==> src/rtl/aet_pkg.sv <==
package aet_pkg;

    localparam int VTX_W    = 6;
    localparam int WEIGHT_W = 32;

    localparam logic CMD_INSERT = 1'b0;
    localparam logic CMD_LOOKUP = 1'b1;

    localparam logic STATUS_DONE   = 1'b0;
    localparam logic STATUS_REJECT = 1'b1;

    localparam logic signed [WEIGHT_W-1:0] WEIGHT_INF = 32'sh7FFF_FFFF;

    typedef enum logic [2:0] {
        ST_IDLE,
        ST_DEG_S,
        ST_DEG_D,
        ST_CHECK,
        ST_WR_S,
        ST_WR_D,
        ST_SCAN,
        ST_DONE
    } t_state;

    typedef struct packed {
        logic load;
        logic deg_rd;
        logic deg_sel_dst;
        logic cap_src;
        logic cap_dst;
        logic wr_src;
        logic wr_dst;
        logic scan;
    } t_dp_cmd;

    typedef struct packed {
        logic is_lookup;
        logic mirror;
        logic ok;
        logic hit;
        logic scan_end;
    } t_dp_stat;

endpackage

==> src/rtl/aet_ctrl.sv <==
module aet_ctrl
    import aet_pkg::*;
(
    input  logic     i_clk,
    input  logic     i_rst_n,
    input  logic     start,
    output logic     busy,
    output logic     o_strobe,
    output t_dp_cmd  o_cmd,
    input  t_dp_stat i_stat
);

    t_state r_state;
    t_state n_state;

    always_ff @(posedge i_clk) begin
        if (!i_rst_n) begin
            r_state <= ST_IDLE;
        end else begin
            r_state <= n_state;
        end
    end

    always_comb begin
        n_state  = r_state;
        o_cmd    = '0;
        busy     = 1'b1;
        o_strobe = 1'b0;
        case (r_state)
            ST_IDLE: begin
                busy = 1'b0;
                if (start) begin
                    o_cmd.load = 1'b1;
                    n_state    = ST_DEG_S;
                end
            end
            ST_DEG_S: begin
                o_cmd.deg_rd = 1'b1;
                n_state      = ST_DEG_D;
            end
            ST_DEG_D: begin
                o_cmd.cap_src     = 1'b1;
                o_cmd.deg_rd      = 1'b1;
                o_cmd.deg_sel_dst = 1'b1;
                n_state           = i_stat.is_lookup ? ST_SCAN : ST_CHECK;
            end
            ST_CHECK: begin
                o_cmd.cap_dst = 1'b1;
                n_state       = i_stat.ok ? ST_WR_S : ST_DONE;
            end
            ST_WR_S: begin
                o_cmd.wr_src = 1'b1;
                n_state      = i_stat.mirror ? ST_WR_D : ST_DONE;
            end
            ST_WR_D: begin
                o_cmd.wr_dst = 1'b1;
                n_state      = ST_DONE;
            end
            ST_SCAN: begin
                o_cmd.scan = 1'b1;
                if (i_stat.hit || i_stat.scan_end) begin
                    n_state = ST_DONE;
                end
            end
            ST_DONE: begin
                o_strobe = 1'b1;
                n_state  = ST_IDLE;
            end
            default: begin
                n_state = ST_IDLE;
            end
        endcase
    end

endmodule

==> config.mk <==
export PLATFORM = sky130hd
export DESIGN_NAME = aet_ctrl
export DESIGN_NICKNAME = d
export VERILOG_FILES = /design/src/rtl/aet_pkg.sv /design/src/rtl/aet_ctrl.sv
export SDC_FILE = /design/constraint.sdc
export NUM_CORES = 1
export LEC_CHECK = 0
export ABC_AREA = 1
export BUFFER_PORTS_ARGS = -buffer_cell sky130_fd_sc_hd__buf_2
export CAP_MARGIN = 20
export CORE_AREA = 3 3 40 42
export DETAILED_ROUTE_END_ITERATION = 12
export DIE_AREA = 0 0 43 45
export GPL_TIMING_DRIVEN = 1
export PLACE_DENSITY = 0.54
export SYNTH_ARGS = -nofsm -noshare
export SYNTH_HDL_FRONTEND = slang
export SYNTH_SLANG_ARGS = --single-unit
==> constraint.sdc <==
create_clock -name i_clk -period 0.85 [get_ports i_clk]
set_input_delay 0.1275 -clock i_clk [delete_from_list [all_inputs] [get_ports i_clk]]
set_output_delay 0.1275 -clock i_clk [all_outputs]
set_load 0.01 [all_outputs]
==> flow_summary.ini, run 1 <==
[die]
fp-row-count = 13
initial_core_util_pct = 20.2
coreArea_mm2 = 0.00128
die_h_um = 45
ios = 18
fp.dieArea_mm2 = 0.00194
die_w_um = 43

[sta]
finalClockSkew_ns = 0.000926
timing.final.ws_setup_ns = -0.288
fmax_ghz = 0.878
hold_violations = 0
setup_viol = 13
finalCriticalPeriod_ns = 1.14
worst_pin_slew_ns = 0.145
final-max-slew-violation-count = 0
period_share_pct = 134
rsz0062_at_grt = yes
slew_headroom_pct = 90.3

[clocking]
clock_latency_ns = 0.23
path_clk_slew_ns = 0.04
cts_tree = yes
numCtsBuffers = 3
clock-sinks = 3
clockRootBuffer = clkbuf_4
clockBufferDepth = 2
h-tree-depth = 1

[yosys]
ys_warn_count = 0
synth_fp_nets = 57
syn_inst = 49
yosys.area_share.adder_pct = 0
synth_area_per_cell_um2 = 5.29
seq_area_frac_synth_pct = 23.2
synth_compound_area_share_pct = 3.86
synth_top_family_by_area = simple AND/OR/NAND/NOR gates
synthMuxAreaShare_pct = 0
ys_ff_latch = 3
syn-cell-area_um2 = 259
synth-simple-area-share_pct = 52.7
synth.distinct_cells = 12
synth_xor_area_share_pct = 0

[finish]
top_register = r_state
fillers = 142
drive_above_1_share_pct = 70.1
largest_reg_flops = 3
utilization_pct = 47.0
final_nets = 86
diodes = 0
fin_area_um2 = 604
syn2layout_area_growth_pct = 133
top_regs = r_state: 3 flops

[worst_hold_path]
hold_start = i_rst_n
worstHoldPathCells = 3
hold_class = in -> reg
whs_endpoint = r_state[0]

[power_and_ir_drop]
p_seq_share_pct = 19.4
power_leakage_nw = 0.340
p_sw_share_pct = 45.0
p_comb_share_pct = 70.2
p_sw_mw = 1.06
worst_ir_drop_vdd_mv = 1.77
power.density_mw_per_mm2 = 3900
p_int_mw = 1.30
clkPwrFrac_pct = 10.4

[setup_path]
required_ns = 0.72
timing.rr.end = r_state[0]
path_class = reg -> out
r2r_cells = 6
reg2reg_from = r_state[1]
crit_path_end_kind = output port
critPathLaunchType = register
reg2reg_slack_ns = -0.19
cp.arrival_ns = 1.01
crit_fanout = 5

[placed_design]
hpwl_um = 603
place_ws_ns = -0.0923
place_congestion = 0.754
io_buffers = 17
placed_area_um2 = 402

[global_routing]
overflow = 0
grt_pass1_vias = 382
grt_pass1_wl_um = 1500
antenna_found_initial = 0
grt_usage_pct = 10.5
grt_max_degree = 8

[drt]
via_per_inst = 4.24
drt-initial-drc-count = 1
drcViolationCount = 0
drt_wl_total_um = 985
wl_per_cell_um = 10.7
drtAntennaViolNets = 0
first_pass_iters = 2
dr_total_vias = 390

[outcome]
status = complete, but fails checks
violations = negative setup slack

[run]
max-cap-violations = 0
-- synth_stat cells --
cell type	number	area, µm²
nand2_1	12	45.0
nand3_1	7	35.0
inv_1	11	41.3
nor2_2	2	12.5
dfxtp_1	3	60.1
inv_2	1	3.75
buf_4	1	7.51
nand3b_1	1	7.51
a21oi_1	1	5.00
nor2_1	8	30.0
nand2_2	1	6.26
o21ai_1	1	5.00
-- logic make-up after synthesis --
logic type / after synthesis
AO/OA/AOI/OAI: 2
buffers and inverters: 13
flip-flops: 3
AND/OR/NAND/NOR: 31
-- per-stage QoR --
step	instances	TNS [ns]	total power, mW	hold slack (ns)
finish	92	-3.06	2.36	0.140
global route	92	-3.79	2.52	0.139
CTS	90	-2.86	1.99	0.131
detailed placement	81	-0.409	1.29	0.394
global placement	81	-0.374	1.29	0.388
floorplan	49	-0.0218	1.02	0.249
-- area by class of cell --
class                           count  area [µm²]  share of cell area (%)
Inverter                           12        55.1                    9.11
Sequential cell                     3        71.3                    11.8
Tap cell                           15        18.8                    3.11
Timing Repair Buffer               25         200                    33.1
Multi-Input combinational cell     33         233                    38.5
Clock buffer                        4        26.3                    4.35
-- metal layers --
metal | global-route usage [%] | part of all wire, % | vias to the layer above
li1 | - | - | 203
met1 | 10.9 | 39 | 182
met2 | 19.5 | 58 | 5
met3 | 2.79 | 2.3 | 0
met4 | 5.42 | 0 | 0
met5 | 0 | 0 | -
-- worst max-delay path: stages (launching register included) --
cell	delay [ns]
dfxtp_4	0.42
buf_6	0.13
nand3_4	0.08
inv_2	0.07
buf_6	0.09
-- worst max-delay path by stage --
stage	startpoint	endpoint	slack, ns	cells past startpoint
finish	r_state[1]	o_cmd[0]	-0.29	4
floorplan	r_state[1]	r_state[0]	-0.01	6
CTS	r_state[1]	o_cmd[6]	-0.28	5
detailed placement	r_state[1]	o_cmd[7]	-0.09	4
global placement	r_state[1]	r_state[0]	-0.1	6
global route	r_state[1]	o_cmd[0]	-0.35	4
-- power by group through the flow --
stage,logic [mW],registers [mW],clock network [mW]
after floorplan,0.675,0.346,0
after global placement,0.935,0.355,0
after detailed placement,0.932,0.357,0
after CTS,1.32,0.408,0.265
after global routing,1.77,0.474,0.272
final,1.66,0.457,0.245
-- cells in the final DEF (no fill, tap or decap), types with 2 or more instances in the layout --
| cell type | count |
|---|---|
| buf_2 | 10 |
| buf_6 | 10 |
| nand2_1 | 8 |
| inv_1 | 5 |
| buf_4 | 5 |
| nor2_4 | 4 |
| inv_2 | 4 |
| nor2_1 | 4 |
| nand2_4 | 3 |
| nand3_2 | 3 |
| nand3_1 | 3 |
| clkbuf_4 | 3 |
| dfxtp_4 | 3 |
| inv_4 | 2 |
| nor2_2 | 2 |
| nand2_2 | 2 |
-- repair_timing --
action | 4_1_cts | 5_1_grt
buffers inserted | 5 | 2
endpoints found under the setup margin | 13 | 13
endpoints found under the hold margin | 0 | 0
hold buffers | 0 | 0
resized for setup | 18 | 14
pin swaps | 6 | 4
Note: power is estimated with default switching activity, not from simulation.
==> inputs of run 2 (changes only) <==
- CELL_PAD_IN_SITES_DETAIL_PLACEMENT: default -> 0
- CELL_PAD_IN_SITES_GLOBAL_PLACEMENT: default -> 1
- CORE_AREA: 3 3 40 42 -> default
- CORE_MARGIN: default -> 1.5
- CORE_UTILIZATION: default -> 19
- DIE_AREA: 0 0 43 45 -> default
- PLACE_DENSITY: 0.54 -> 0.75
==> run 2 against run 1 <==
Effect of this change:
- the run still ends with negative setup slack left
- setup slack improved by 0.014 ns
- count of clock-buffer cells in the layout is the same
- design area is 6.0% lower
- clock power is 4% higher
- largest cell class unchanged
==> flow_summary.ini, run 2 (synthesis results as in run 1) <==
[setup_path]
cp.arrival_ns = 1.00
crit_path_end_kind = output port
required_ns = 0.72
path_class = reg -> out
critPathLaunchType = register
crit_fanout = 6

[global_routing]
grt_max_degree = 8
grt_pass1_vias = 322
grt_pass1_wl_um = 1210
grt_usage_pct = 11.6
overflow = 0
antenna_found_initial = 0

[sta]
final-max-slew-violation-count = 0
timing.final.ws_setup_ns = -0.274
period_share_pct = 132
slew_headroom_pct = 90.1
rsz0062_at_grt = yes
setup_viol = 13
fmax_ghz = 0.889
finalCriticalPeriod_ns = 1.12
hold_violations = 0
worst_pin_slew_ns = 0.149
finalClockSkew_ns = 0.000808
fin_hold_ws_ns = 0.158

[power_and_ir_drop]
p_comb_share_pct = 67.1
worst_ir_drop_vdd_mv = 2.22
p_seq_share_pct = 21.2
p_int_mw = 1.16
power.density_mw_per_mm2 = 3820
clkPwrFrac_pct = 11.8
p_sw_mw = 1.01
power_leakage_nw = 0.318
p_sw_share_pct = 46.4
finalPower_mw = 2.17

[finish]
layout_common_cells = buf_2 (11), buf_6 (8), nand2_1 (6)
utilization_pct = 44.2
largest_reg_flops = 3
diodes = 0
final_nets = 82
top_register = r_state
top_regs = r_state: 3 flops
fin_area_um2 = 568
drive_above_1_share_pct = 71.2
syn2layout_area_growth_pct = 119
final_common_cell = buf_2
stdcell_count = 88

[worst_hold_path]
hold_class = in -> reg

[outcome]
violations = negative setup slack
status = complete, but fails checks

[run]
max-cap-violations = 0

[placed_design]
dpl.cell_count = 81
placed_area_um2 = 402
place_congestion = 0.744
io_buffers = 17
hpwl_um = 544

[drt]
dr_total_vias = 363
first_pass_iters = 4
wl_per_cell_um = 8.73
drt-initial-drc-count = 4
drt_wl_total_um = 768
drtAntennaViolNets = 0
drcViolationCount = 0
via_per_inst = 4.13

[clocking]
clockBufferDepth = 2
clock-sinks = 3
path_clk_slew_ns = 0.04
clock_latency_ns = 0.23
h-tree-depth = 1
numCtsBuffers = 3
cts_tree = yes
clockRootBuffer = clkbuf_4

[die]
fp-row-count = 13
die_w_um = 39.9
initial_core_util_pct = 20.2
fp.dieArea_mm2 = 0.00159
die_h_um = 39.9
ios = 18
coreArea_mm2 = 0.00128
-- run 2: per-stage QoR --
step | worst slack (ns) | TNS [ns]
global placement | -0.0901 | -0.369
floorplan | -0.0142 | -0.0218
CTS | -0.289 | -2.86
detailed placement | -0.0850 | -0.372
global route | -0.335 | -3.60
finish | -0.274 | -2.85
-- run 2: path summary, 6_finish.rpt --
check                                 from          to  slack (ns)  depth (start not counted)
worst max-delay path            r_state[1]    o_strobe       -0.27                          5
worst min-delay path               i_rst_n  r_state[1]        0.16                          3
worst max register to register  r_state[1]  r_state[0]       -0.14                          6
worst min register to register  r_state[2]  r_state[2]        0.65                          3
-- run 2: layer usage --
layer / GRT usage, % / wire length, µm / vias to the layer above
li1: - / - / 192
met1: 14.3 / 326 / 165
met2: 17.3 / 420 / 6
met3: 1.70 / 21 / 0
met4: 9.48 / 0 / 0
met5: 0 / 0 / -
-- run 2: critical path, stage by stage (launching register included) --
cell     delay (ns)
dfxtp_4        0.42
nand2_4        0.10
inv_2          0.06
nand2_2        0.05
inv_2          0.05
buf_6          0.09
-- run 2: power groups by stage --
| stage | logic [mW] | clock network [mW] | registers (mW) |
|---|---|---|---|
| after CTS | 1.22 | 0.268 | 0.412 |
| after detailed placement | 0.924 | 0 | 0.358 |
| after global routing | 1.61 | 0.286 | 0.469 |
| after global placement | 0.927 | 0 | 0.356 |
| final | 1.46 | 0.256 | 0.459 |
| after floorplan | 0.675 | 0 | 0.346 |
-- run 2: final cells by class --
type / instances / area, µm²
timing repair buffer: 21 / 160
fill: 130 / 717
tap: 15 / 18.8
clock buffer: 4 / 26.3
inverter: 12 / 55.1
multi-input combinational: 33 / 236
sequential: 3 / 71.3
-- run 2: timing repair --
action / 4_1_cts / 5_1_grt
hold buffers: 0 / 0
setup endpoints to repair: 13 / 13
resized for setup: 19 / 13
pin swaps: 6 / 4
setup buffers: 2 / 1
